**src/rtl/core/dlle_pkg.sv**
```systemverilog
// Package: shared codes and state type of the doubly linked list engine.
`default_nettype none
package dlle_pkg;

   typedef enum logic [1:0] {
      OP_INSERT_FRONT = 2'd0,
      OP_INSERT_BACK  = 2'd1,
      OP_DELETE       = 2'd2,
      OP_UNUSED       = 2'd3
   } op_type;

   typedef enum logic [1:0] {
      STATUS_OK        = 2'd0,
      STATUS_NOT_FOUND = 2'd1,
      STATUS_FULL      = 2'd2,
      STATUS_RSVD      = 2'd3
   } status_type;

   typedef enum logic [2:0] {
      ST_IDLE,
      ST_SCAN,
      ST_LINK,
      ST_WALK,
      ST_FETCH,
      ST_DONE
   } state_type;

   localparam int unsigned OUT_VALUE_BITS  = 32;
   localparam int unsigned OUT_LENGTH_BITS = 7;

endpackage
`default_nettype wire

```
**src/rtl/core/dlle_req_if.sv**
```systemverilog
// Interface: request channel (operation and value).
`default_nettype none
interface dlle_req_if;
   logic        valid;
   logic        ready;
   logic [1:0]  operation;
   logic signed [31:0] value;

   modport source (output valid, output operation, output value, input ready);
   modport sink   (input valid, input operation, input value, output ready);
endinterface
`default_nettype wire

```
**src/rtl/core/dlle_rsp_if.sv**
```systemverilog
// Interface: response channel (status, length, head and tail values).
`default_nettype none
interface dlle_rsp_if;
   logic        valid;
   logic        ready;
   logic [1:0]  status;
   logic [6:0]  list_length;
   logic signed [31:0] head_value;
   logic signed [31:0] tail_value;

   modport source (output valid, output status, output list_length,
                   output head_value, output tail_value, input ready);
   modport sink   (input valid, input status, input list_length,
                   input head_value, input tail_value, output ready);
endinterface
`default_nettype wire

```
**src/rtl/core/dlle_csr_if.sv**
```systemverilog
// Interface: configuration write channel (search direction).
`default_nettype none
interface dlle_csr_if;
   logic valid;
   logic ready;
   logic search_from_tail;

   modport source (output valid, output search_from_tail, input ready);
   modport sink   (input valid, input search_from_tail, output ready);
endinterface
`default_nettype wire

```
**src/rtl/core/dlle_node_store.sv**
```systemverilog
// Node pool memories: value, next and prev links with one registered read port.
`default_nettype none
module dlle_node_store #(
   parameter int unsigned NODE_CAPACITY = 64,
   parameter int unsigned VALUE_BITS    = 32,
   localparam int unsigned IW = (NODE_CAPACITY > 1) ? $clog2(NODE_CAPACITY) : 1
) (
   input  wire logic                  clock,
   input  wire logic [IW-1:0]         rd_addr,
   output logic [VALUE_BITS-1:0]      rd_value,
   output logic [IW-1:0]              rd_next,
   output logic [IW-1:0]              rd_prev,
   input  wire logic                  wr_value_en,
   input  wire logic [IW-1:0]         wr_value_addr,
   input  wire logic [VALUE_BITS-1:0] wr_value_data,
   input  wire logic                  wr_next_en,
   input  wire logic [IW-1:0]         wr_next_addr,
   input  wire logic [IW-1:0]         wr_next_data,
   input  wire logic                  wr_prev_en,
   input  wire logic [IW-1:0]         wr_prev_addr,
   input  wire logic [IW-1:0]         wr_prev_data
);

   logic [VALUE_BITS-1:0] value_mem [NODE_CAPACITY];
   logic [IW-1:0]         next_mem  [NODE_CAPACITY];
   logic [IW-1:0]         prev_mem  [NODE_CAPACITY];

   always_ff @(posedge clock) begin
      if (wr_value_en) begin
         value_mem[wr_value_addr] <= wr_value_data;
      end
      rd_value <= value_mem[rd_addr];
   end

   always_ff @(posedge clock) begin
      if (wr_next_en) begin
         next_mem[wr_next_addr] <= wr_next_data;
      end
      rd_next <= next_mem[rd_addr];
   end

   always_ff @(posedge clock) begin
      if (wr_prev_en) begin
         prev_mem[wr_prev_addr] <= wr_prev_data;
      end
      rd_prev <= prev_mem[rd_addr];
   end

endmodule
`default_nettype wire

```
**src/rtl/core/doubly_linked_list_engine_unit.sv**
```systemverilog
// Top level: doubly linked list engine with node pool and list sequencer.
`default_nettype none
// Usage:
//   req_if carries one word per operation: insert at front, insert at back,
//   or delete the first node holding a value. rsp_if returns one word per
//   request: status, list length, head value and tail value. csr_if writes
//   the search direction for deletes (0 head forward, 1 tail backward) and
//   is always ready; write it only while the engine is idle.
//   Path from an accepted request to the response word: an insert scans
//   the slot-used flags one slot per cycle for the lowest free slot, then
//   links the new node in. A full pool, an unused code or a delete on an
//   empty list goes straight to the done state. A delete walks the list one
//   node per cycle through the node memory read port; when the head or tail
//   node is removed, the new end value is then fetched in a further state.
//   The response sits in an output register; a new request is taken while
//   it waits. If the receiver stalls, the next finished response holds in
//   the done state until the output register frees up.
//   Reset (synchronous, active high) empties the pool and clears the
//   search direction; node memories are not cleared, only slots in the list
//   are ever read.
module doubly_linked_list_engine_unit #(
   parameter int unsigned NODE_CAPACITY = 64,
   parameter int unsigned VALUE_BITS    = 32
) (
   input  wire logic  clock,
   input  wire logic  reset,
   dlle_req_if.sink   req_if,
   dlle_rsp_if.source rsp_if,
   dlle_csr_if.sink   csr_if
);

   localparam int unsigned IW = (NODE_CAPACITY > 1) ? $clog2(NODE_CAPACITY) : 1;
   localparam int unsigned CW = $clog2(NODE_CAPACITY + 1);
   localparam logic [CW-1:0] CAP_COUNT = CW'(NODE_CAPACITY);

   dlle_pkg::state_type state_ff, state_in;

   logic [1:0]            op_ff, op_in;
   logic [VALUE_BITS-1:0] val_ff, val_in;
   logic [CW-1:0]         cnt_ff, cnt_in;
   logic [IW-1:0]         first_ff, first_in;
   logic [IW-1:0]         last_ff, last_in;
   logic [VALUE_BITS-1:0] head_ff, head_in;
   logic [VALUE_BITS-1:0] tail_ff, tail_in;
   logic                  sft_ff, sft_in;
   logic [IW-1:0]         cur_ff, cur_in;
   logic [CW-1:0]         k_ff, k_in;
   logic                  fetch_head_ff, fetch_head_in;
   logic [1:0]            status_ff, status_in;
   logic                  used_ff [NODE_CAPACITY];
   logic                  used_in [NODE_CAPACITY];

   logic                  rsp_valid_ff, rsp_valid_in;
   logic [1:0]            rsp_status_ff, rsp_status_in;
   logic [6:0]            rsp_len_ff, rsp_len_in;
   logic [31:0]           rsp_head_ff, rsp_head_in;
   logic [31:0]           rsp_tail_ff, rsp_tail_in;

   // node store ports
   logic [IW-1:0]         rd_addr;
   logic [VALUE_BITS-1:0] rd_value;
   logic [IW-1:0]         rd_next, rd_prev;
   logic                  wr_value_en, wr_next_en, wr_prev_en;
   logic [IW-1:0]         wr_value_addr, wr_next_addr, wr_prev_addr;
   logic [VALUE_BITS-1:0] wr_value_data;
   logic [IW-1:0]         wr_next_data, wr_prev_data;

   logic                  req_fire;
   logic [63:0]           req_val64;
   logic [63:0]           head64, tail64;
   logic                  match;
   logic [IW-1:0]         link;

   dlle_node_store #(
      .NODE_CAPACITY(NODE_CAPACITY),
      .VALUE_BITS   (VALUE_BITS)
   ) u_store (
      .clock        (clock),
      .rd_addr      (rd_addr),
      .rd_value     (rd_value),
      .rd_next      (rd_next),
      .rd_prev      (rd_prev),
      .wr_value_en  (wr_value_en),
      .wr_value_addr(wr_value_addr),
      .wr_value_data(wr_value_data),
      .wr_next_en   (wr_next_en),
      .wr_next_addr (wr_next_addr),
      .wr_next_data (wr_next_data),
      .wr_prev_en   (wr_prev_en),
      .wr_prev_addr (wr_prev_addr),
      .wr_prev_data (wr_prev_data)
   );

   assign req_if.ready = (state_ff == dlle_pkg::ST_IDLE);
   assign req_fire     = req_if.valid && req_if.ready;
   assign req_val64    = 64'(unsigned'(req_if.value));
   assign csr_if.ready = 1'b1;

   // the one shared compare: stored node value against the search key
   assign match = (rd_value == val_ff);
   // link followed by the walk, in the chosen direction
   assign link  = sft_ff ? rd_prev : rd_next;

   assign head64 = 64'(head_ff);
   assign tail64 = 64'(tail_ff);

   assign rsp_if.valid       = rsp_valid_ff;
   assign rsp_if.status      = rsp_status_ff;
   assign rsp_if.list_length = rsp_len_ff;
   assign rsp_if.head_value  = rsp_head_ff;
   assign rsp_if.tail_value  = rsp_tail_ff;

   always_comb begin
      state_in      = state_ff;
      op_in         = op_ff;
      val_in        = val_ff;
      cnt_in        = cnt_ff;
      first_in      = first_ff;
      last_in       = last_ff;
      head_in       = head_ff;
      tail_in       = tail_ff;
      sft_in        = sft_ff;
      cur_in        = cur_ff;
      k_in          = k_ff;
      fetch_head_in = fetch_head_ff;
      status_in     = status_ff;
      used_in       = used_ff;

      rsp_valid_in  = rsp_valid_ff && !rsp_if.ready;
      rsp_status_in = rsp_status_ff;
      rsp_len_in    = rsp_len_ff;
      rsp_head_in   = rsp_head_ff;
      rsp_tail_in   = rsp_tail_ff;

      rd_addr       = cur_ff;
      wr_value_en   = 1'b0;
      wr_value_addr = cur_ff;
      wr_value_data = val_ff;
      wr_next_en    = 1'b0;
      wr_next_addr  = cur_ff;
      wr_next_data  = first_ff;
      wr_prev_en    = 1'b0;
      wr_prev_addr  = cur_ff;
      wr_prev_data  = last_ff;

      if (csr_if.valid) begin
         sft_in = csr_if.search_from_tail;
      end

      case (state_ff)
         dlle_pkg::ST_IDLE: begin
            if (req_fire) begin
               op_in  = req_if.operation;
               val_in = req_val64[VALUE_BITS-1:0];
               cur_in = '0;
               k_in   = '0;
               case (dlle_pkg::op_type'(req_if.operation))
                  dlle_pkg::OP_INSERT_FRONT, dlle_pkg::OP_INSERT_BACK: begin
                     if (cnt_ff >= CAP_COUNT) begin
                        status_in = dlle_pkg::STATUS_FULL;
                        state_in  = dlle_pkg::ST_DONE;
                     end else begin
                        state_in  = dlle_pkg::ST_SCAN;
                     end
                  end
                  dlle_pkg::OP_DELETE: begin
                     if (cnt_ff == '0) begin
                        status_in = dlle_pkg::STATUS_NOT_FOUND;
                        state_in  = dlle_pkg::ST_DONE;
                     end else begin
                        // start the walk: read the first node this cycle
                        cur_in   = sft_ff ? last_ff : first_ff;
                        rd_addr  = cur_in;
                        state_in = dlle_pkg::ST_WALK;
                     end
                  end
                  default: begin
                     status_in = dlle_pkg::STATUS_NOT_FOUND;
                     state_in  = dlle_pkg::ST_DONE;
                  end
               endcase
            end
         end

         dlle_pkg::ST_SCAN: begin
            // advance one slot a cycle to the lowest free slot
            if (!used_ff[cur_ff]) begin
               state_in = dlle_pkg::ST_LINK;
            end else begin
               cur_in = cur_ff + 1'b1;
            end
         end

         dlle_pkg::ST_LINK: begin
            used_in[cur_ff] = 1'b1;
            wr_value_en     = 1'b1;
            wr_value_addr   = cur_ff;
            wr_value_data   = val_ff;
            if (op_ff == dlle_pkg::OP_INSERT_FRONT) begin
               if (cnt_ff == '0) begin
                  last_in = cur_ff;
                  tail_in = val_ff;
               end else begin
                  wr_next_en   = 1'b1;
                  wr_next_addr = cur_ff;
                  wr_next_data = first_ff;
                  wr_prev_en   = 1'b1;
                  wr_prev_addr = first_ff;
                  wr_prev_data = cur_ff;
               end
               first_in = cur_ff;
               head_in  = val_ff;
            end else begin
               if (cnt_ff == '0) begin
                  first_in = cur_ff;
                  head_in  = val_ff;
               end else begin
                  wr_prev_en   = 1'b1;
                  wr_prev_addr = cur_ff;
                  wr_prev_data = last_ff;
                  wr_next_en   = 1'b1;
                  wr_next_addr = last_ff;
                  wr_next_data = cur_ff;
               end
               last_in = cur_ff;
               tail_in = val_ff;
            end
            cnt_in    = cnt_ff + 1'b1;
            status_in = dlle_pkg::STATUS_OK;
            state_in  = dlle_pkg::ST_DONE;
         end

         dlle_pkg::ST_WALK: begin
            // read data belongs to cur_ff
            if (match) begin
               used_in[cur_ff] = 1'b0;
               status_in       = dlle_pkg::STATUS_OK;
               state_in        = dlle_pkg::ST_DONE;
               if (cur_ff == first_ff && cur_ff == last_ff) begin
                  cnt_in   = '0;
                  first_in = '0;
                  last_in  = '0;
                  head_in  = '0;
                  tail_in  = '0;
               end else begin
                  cnt_in = cnt_ff - 1'b1;
                  if (cur_ff == first_ff) begin
                     first_in      = rd_next;
                     rd_addr       = rd_next;
                     fetch_head_in = 1'b1;
                     state_in      = dlle_pkg::ST_FETCH;
                  end else if (cur_ff == last_ff) begin
                     last_in       = rd_prev;
                     rd_addr       = rd_prev;
                     fetch_head_in = 1'b0;
                     state_in      = dlle_pkg::ST_FETCH;
                  end else begin
                     // unlink a middle node
                     wr_next_en   = 1'b1;
                     wr_next_addr = rd_prev;
                     wr_next_data = rd_next;
                     wr_prev_en   = 1'b1;
                     wr_prev_addr = rd_next;
                     wr_prev_data = rd_prev;
                  end
               end
            end else if (k_ff == cnt_ff - 1'b1) begin
               status_in = dlle_pkg::STATUS_NOT_FOUND;
               state_in  = dlle_pkg::ST_DONE;
            end else begin
               k_in     = k_ff + 1'b1;
               cur_in   = link;
               rd_addr  = link;
            end
         end

         dlle_pkg::ST_FETCH: begin
            if (fetch_head_ff) begin
               head_in = rd_value;
            end else begin
               tail_in = rd_value;
            end
            state_in = dlle_pkg::ST_DONE;
         end

         dlle_pkg::ST_DONE: begin
            // hold until the output register is free
            if (!rsp_valid_ff || rsp_if.ready) begin
               rsp_valid_in  = 1'b1;
               rsp_status_in = status_ff;
               rsp_len_in    = cnt_ff[CW-1:0] > 0 ? 7'(cnt_ff) : 7'd0;
               rsp_head_in   = head64[31:0];
               rsp_tail_in   = tail64[31:0];
               state_in      = dlle_pkg::ST_IDLE;
            end
         end

         default: begin
            state_in = dlle_pkg::ST_IDLE;
         end
      endcase
   end

   always_ff @(posedge clock) begin
      if (reset) begin
         state_ff     <= dlle_pkg::ST_IDLE;
         cnt_ff       <= '0;
         first_ff     <= '0;
         last_ff      <= '0;
         head_ff      <= '0;
         tail_ff      <= '0;
         sft_ff       <= 1'b0;
         rsp_valid_ff <= 1'b0;
         for (int i = 0; i < NODE_CAPACITY; i++) begin
            used_ff[i] <= 1'b0;
         end
      end else begin
         state_ff     <= state_in;
         cnt_ff       <= cnt_in;
         first_ff     <= first_in;
         last_ff      <= last_in;
         head_ff      <= head_in;
         tail_ff      <= tail_in;
         sft_ff       <= sft_in;
         rsp_valid_ff <= rsp_valid_in;
         used_ff      <= used_in;
      end
   end

   always_ff @(posedge clock) begin
      op_ff         <= op_in;
      val_ff        <= val_in;
      cur_ff        <= cur_in;
      k_ff          <= k_in;
      fetch_head_ff <= fetch_head_in;
      status_ff     <= status_in;
      rsp_status_ff <= rsp_status_in;
      rsp_len_ff    <= rsp_len_in;
      rsp_head_ff   <= rsp_head_in;
      rsp_tail_ff   <= rsp_tail_in;
   end

endmodule
`default_nettype wire
```
**src/flat_wrapper.sv**
```systemverilog
// flat-port wrapper written by rule: the top's interface ports become plain ports
module doubly_linked_list_engine_unit_flat 
#(
   parameter int unsigned NODE_CAPACITY = 64,
   parameter int unsigned VALUE_BITS    = 32
)
  (clock, reset, req_if_valid, req_if_operation, req_if_value, req_if_ready, rsp_if_valid, rsp_if_status, rsp_if_list_length, rsp_if_head_value, rsp_if_tail_value, rsp_if_ready, csr_if_valid, csr_if_search_from_tail, csr_if_ready);
  dlle_req_if req_if_i ();
  dlle_rsp_if rsp_if_i ();
  dlle_csr_if csr_if_i ();
  input  wire logic clock;
  input  wire logic reset;
  input wire logic [$bits(req_if_i.valid)-1:0] req_if_valid;
  input wire logic [$bits(req_if_i.operation)-1:0] req_if_operation;
  input wire logic [$bits(req_if_i.value)-1:0] req_if_value;
  output wire logic [$bits(req_if_i.ready)-1:0] req_if_ready;
  output wire logic [$bits(rsp_if_i.valid)-1:0] rsp_if_valid;
  output wire logic [$bits(rsp_if_i.status)-1:0] rsp_if_status;
  output wire logic [$bits(rsp_if_i.list_length)-1:0] rsp_if_list_length;
  output wire logic [$bits(rsp_if_i.head_value)-1:0] rsp_if_head_value;
  output wire logic [$bits(rsp_if_i.tail_value)-1:0] rsp_if_tail_value;
  input wire logic [$bits(rsp_if_i.ready)-1:0] rsp_if_ready;
  input wire logic [$bits(csr_if_i.valid)-1:0] csr_if_valid;
  input wire logic [$bits(csr_if_i.search_from_tail)-1:0] csr_if_search_from_tail;
  output wire logic [$bits(csr_if_i.ready)-1:0] csr_if_ready;
  assign req_if_i.valid = req_if_valid;
  assign req_if_i.operation = req_if_operation;
  assign req_if_i.value = req_if_value;
  assign req_if_ready = req_if_i.ready;
  assign rsp_if_valid = rsp_if_i.valid;
  assign rsp_if_status = rsp_if_i.status;
  assign rsp_if_list_length = rsp_if_i.list_length;
  assign rsp_if_head_value = rsp_if_i.head_value;
  assign rsp_if_tail_value = rsp_if_i.tail_value;
  assign rsp_if_i.ready = rsp_if_ready;
  assign csr_if_i.valid = csr_if_valid;
  assign csr_if_i.search_from_tail = csr_if_search_from_tail;
  assign csr_if_ready = csr_if_i.ready;
  doubly_linked_list_engine_unit #(.NODE_CAPACITY(NODE_CAPACITY), .VALUE_BITS(VALUE_BITS)) u_core (.clock(clock), .reset(reset), .req_if(req_if_i), .rsp_if(rsp_if_i), .csr_if(csr_if_i));
endmodule
```
**config.mk**
```make
export PLATFORM = sky130hd
export DESIGN_NAME = doubly_linked_list_engine_unit_flat
export DESIGN_NICKNAME = d
export VERILOG_FILES = /design/src/rtl/core/dlle_pkg.sv /design/src/rtl/core/dlle_req_if.sv /design/src/rtl/core/dlle_rsp_if.sv /design/src/rtl/core/dlle_csr_if.sv /design/src/rtl/core/dlle_node_store.sv /design/src/rtl/core/doubly_linked_list_engine_unit.sv /design/src/flat_wrapper.sv
export SDC_FILE = /design/constraint.sdc
export NUM_CORES = 2
export LEC_CHECK = 0
export BUFFER_PORTS_ARGS = -buffer_cell sky130_fd_sc_hd__buf_4
export CAP_MARGIN = 40
export CORE_MARGIN = 3
export CORE_UTILIZATION = 59
export CTS_CLUSTER_SIZE = 25
export DETAILED_ROUTE_END_ITERATION = 10
export PLACE_DENSITY_LB_ADDON = 0.08
export SETUP_SLACK_MARGIN = 0.05
export SLEW_MARGIN = 20
export SYNTH_ARGS = -nofsm -noshare
export SYNTH_HDL_FRONTEND = slang
export SYNTH_HIERARCHICAL = 1
export SYNTH_SLANG_ARGS = --single-unit
```
**constraint.sdc**
```tcl
create_clock -name clock -period 15.65 [get_ports clock]
set_input_delay 0.7825 -clock clock [delete_from_list [all_inputs] [get_ports clock]]
set_output_delay 0.7825 -clock clock [all_outputs]
set_load 0.01 [all_outputs]
```
==> out/results.md <==
## Status
* complete, no violations — run status

## STA
* 1.269 ns — actual slew at the worst max-slew pin
* 0.06373 ns — worst slack on hold paths
* 0 — final hold vios
* 7.840 ns — min cycle time layout
* 0.5010 — final clock period utilization by the worst path
* 0 ns — sum of negative setup slack
* false — setup repair after global routing missed its margin
* 0 — final-report setup violation count
* 0.1275 GHz — fmax
* 0 — number of max-slew violations in the final report
* 0.05912 ns — clk_skew
* 0.1542 — headroom to the max-slew limit

## Routing
* 8 — drt first pass iters
* 37.36 um — routed length per instance
* 7.017 — post-DR vias/cell
* 0 — remaining number of nets flagged by the antenna check after routing
* 68190 — via count
* 10540 — number of design-rule violations left by the first detailed-router iteration
* 0 — Remaining DRCs
* 363000 um — drt total wl

## Power
* 26420 uW — total design power
* 0.04464 uW — Pleak
* 17520 uW — internal power
* 0.347 — relative contribution of combinational cells to total power
* 0.366 — sequential share of power
* 189.0 nW/um^2 — total power divided by cell area
* 0.1900 mV — highest ir drop seen on vdd
* 0.287 — Clock Power Share
* 8905 uW — net switching power of the design
* 0.3371 — sw frac

## Global routing
* 65500 — number of global-route vias before repair
* 109 — maximum number of pins on one net before global-route repair
* 508600 um — wire length of the first global-routing pass
* 0 — grt total ovfl
* 0.3387 — gr usage total
* 25 — number of antenna violations at the first check in global routing

## Setup path
* u_core/val_ff[28] — worst r2r src
* flip-flop — critical path capture point type
* u_core/u_store/rd_value[11] — critical register-to-register path endpoint
* flip-flop — kind of start point of the critical path
* buf_4 — cell repeated most along the worst path
* 8.63 ns — arrival time of the worst setup path
* 6 — buffers and inverters on the worst path
* a32oi_1 — slowest CP cell
* 67 — crit path max fanout
* flip-flop to flip-flop — critical setup path kind
* buf_4 -> xor2_1 -> nor4_1 -> nand4_1 -> nor3_2 -> buf_4 -> o221ai_1 -> a41oi_4 -> buf_4 -> buf_4 -> buf_4 -> buf_12 -> mux4_2 -> a211o_1 -> a32oi_1 -> nor3_1 — cells traversed along the worst timing path
* 0.89 ns — Crit path largest cell delay
* 16.44 ns — Req. time, crit path
* buffers and inverters — kind of cell adding the most delay to the critical path
* 16 — cell count of the worst reg-to-reg path
* 7.81 ns — Worst R2R Setup Slack

## Logic synthesis
* 0.7154 — top cell type's share of synthesized area
* 0.7472 — sequential cell area fraction in the yosys report
* 19.34 sq um — mean cell area of the mapped netlist
* 6 — count of warnings emitted by yosys
* 3135 — post-synthesis sequential element count
* 2939 — count of flip-flops with a built-in enable after synthesis
* edfxtp_1 — post-synth top area cell
* 0 — share of synthesized registers carrying an async set or reset
* 90 — Cell variety after synth
* edfxtp_1, mux4_2, dfxtp_1, mux2i_1, mux2_2 — top post-synthesis cells by area
* 123400 sq um — Mapped Area
* edfxtp_1 — predominant post-synthesis flop cell
* 6427 — Syn Nets
* 6379 — cell count after synthesis

## Clock tree
* 0.06 ns — register clock-pin slew on the reported worst setup and hold paths
* 5 — count of H-tree levels built during CTS
* 3135 — Clock Sinks
* 327 — number of buffers added by the clock tree synthesis step
* 0.96 ns — clk_lat worst skew
* 4 — buffer depth of the longest clock path
* built — clock tree from TritonCTS
* clkbuf_16 — Clk Tree Root Cell

## Die
* 116 — number of ports placed on the die boundary
* 463.3 um — Die Ht
* 0.5946 — starting density of the core
* 214600 sq um — die area
* 463.3 um — chip width
* 167 — cell row count
* 207500 sq um — core region area

## Cells and area
* 0.2565 — fraction of layout cells with a size suffix above 1
* edfxtp_1, mux4_2, clkbuf_16 — highest-count cells in the layout ignoring fill and taps
* 6725 — net count reported at finish
* 13.30% — Syn-to-layout area delta
* 13410 — fillcell total
* edfxtp_1 — most common library cell in the layout ignoring fill and taps

## Place
* 0.8891 — Placer Congestion
* 210500 um — HPWL Detailed
* 114 — # port buffers

## Hold path
* u_core/val_ff[2] — Min-Delay Endpoint
* req_if_value[2] — startpoint of the worst hold path
* input pin to flip-flop — class of the tightest hold or removal check
* 1 — number of cells on the worst hold path

## Run
* 0 — reported max-cap violation count

## metrics by stage
stage          worst slack (ns)  cells  utilization  area, sq um
2_1_floorplan             9.443   6379            -       123400
3_3_place_gp              6.986   9066       0.6176       128100
3_5_place_dp              7.483   9116       0.6223       129100
4_1_cts                   7.448   9692       0.6725       139500
5_1_grt                   7.702   9704       0.6735       139700
6_report                  7.810   9718       0.6737       139800
## layout make-up
type                            instances  area (sq um)  share of cell area
Inverter                               13         48.80           0.0003491
Sequential cell                      3135         92180              0.6595
Clock buffer                          426          8875             0.06349
Timing Repair Buffer                  398          3826             0.02737
Multi-Input combinational cell       2802         29870              0.2137
Antenna cell                           14         35.03           0.0002506
Clock inverter                        142          1460             0.01045
Tap cell                             2788          3488             0.02496
## cells in the mapped netlist, drive strengths merged, types with 11 or more instances
master / n
a32oi: 17
o22ai: 136
nor3: 46
a211oi: 44
a22oi: 151
nor2: 291
mux4: 590
nand2: 123
buf: 187
o22a: 31
a211o: 19
edfxtp: 2939
nor2b: 176
mux2i: 246
o31ai: 15
o221ai: 65
nand4: 22
a31oi: 19
dfxtp: 196
and2: 16
o211ai: 12
nand3: 72
a41oi: 61
clkbuf: 240
a221o: 11
a21oi: 130
nand2b: 32
nor4: 13
o21ai: 27
and3: 42
nand4b: 11
a22o: 15
xor2: 47
mux2: 207
## registers in the layout, indices dropped and copies added (netlist names), 7 cells and up, named ones only
name / count
u_core/u_store/prev_mem: 384
u_core/u_store/rd_value: 32
u_core/rsp_if.head_value: 32
u_core/rsp_if.tail_value: 32
u_core/k_ff: 7
u_core/head_ff: 32
u_core/u_store/next_mem: 384
u_core/rsp_if.list_length: 7
u_core/tail_ff: 32
u_core/cnt_ff: 7
u_core/u_store/value_mem: 2048
u_core/val_ff: 32
## power by group through the flow
stage,clock network [uW],registers (uW),logic [uW]
after floorplan,0,9870,5640
after global placement,0,9850,8780
after detailed placement,0,9850,8970
after CTS,7660,9670,9010
after global routing,8000,9680,9490
final,7580,9680,9160
## cells by family (layout without fill, tap and decap cells)
group,after synthesis,count (layout),synth area share
xor gates and xnor gates,58,58,0.004229
muxes,1043,1043,0.1466
adders and majority gates,8,8,0.0008114
AOI/OAI and AO/OA,808,808,0.04766
and+or+nand+nor,884,884,0.03620
other,1,15,0.00003040
buffers and inverters,442,979,0.01731
DFF,3135,3135,0.7472
## repair_timing
item / CTS / global route
gates resized for setup: 0 / 0
setup buffers: 0 / 0
hold endpoints to repair: 8 / 0
hold buffers: 8 / 0
## metal layers
layer  routed length [um]  vias up  part of all wire  GRT usage
met1               136400    35870              0.38     0.4826
met5                   57        -           0.00016          0
met2               164800     4618              0.45     0.5013
met3                46360      756              0.13    0.09719
li1                     -    26930                 -          -
met4                15480       10             0.043     0.1335
## how the worst max path moves through the flow
stage	slack (ns)	startpoint	cells past startpoint	to
after detailed placement	7.48	u_core/val_ff[29]	16	u_core/u_store/rd_value[11]
final	7.81	u_core/val_ff[28]	16	u_core/u_store/rd_value[11]
after floorplan	9.44	u_core/cur_ff[1]	13	u_core/u_store/next_mem[0][0]
after global routing	7.70	u_core/cur_ff[1]	16	u_core/u_store/rd_value[11]
after CTS	7.45	u_core/val_ff[29]	16	u_core/u_store/rd_value[11]
after global placement	6.99	u_core/val_ff[29]	15	u_core/u_store/rd_value[20]
(Power assumes the default switching activity.)
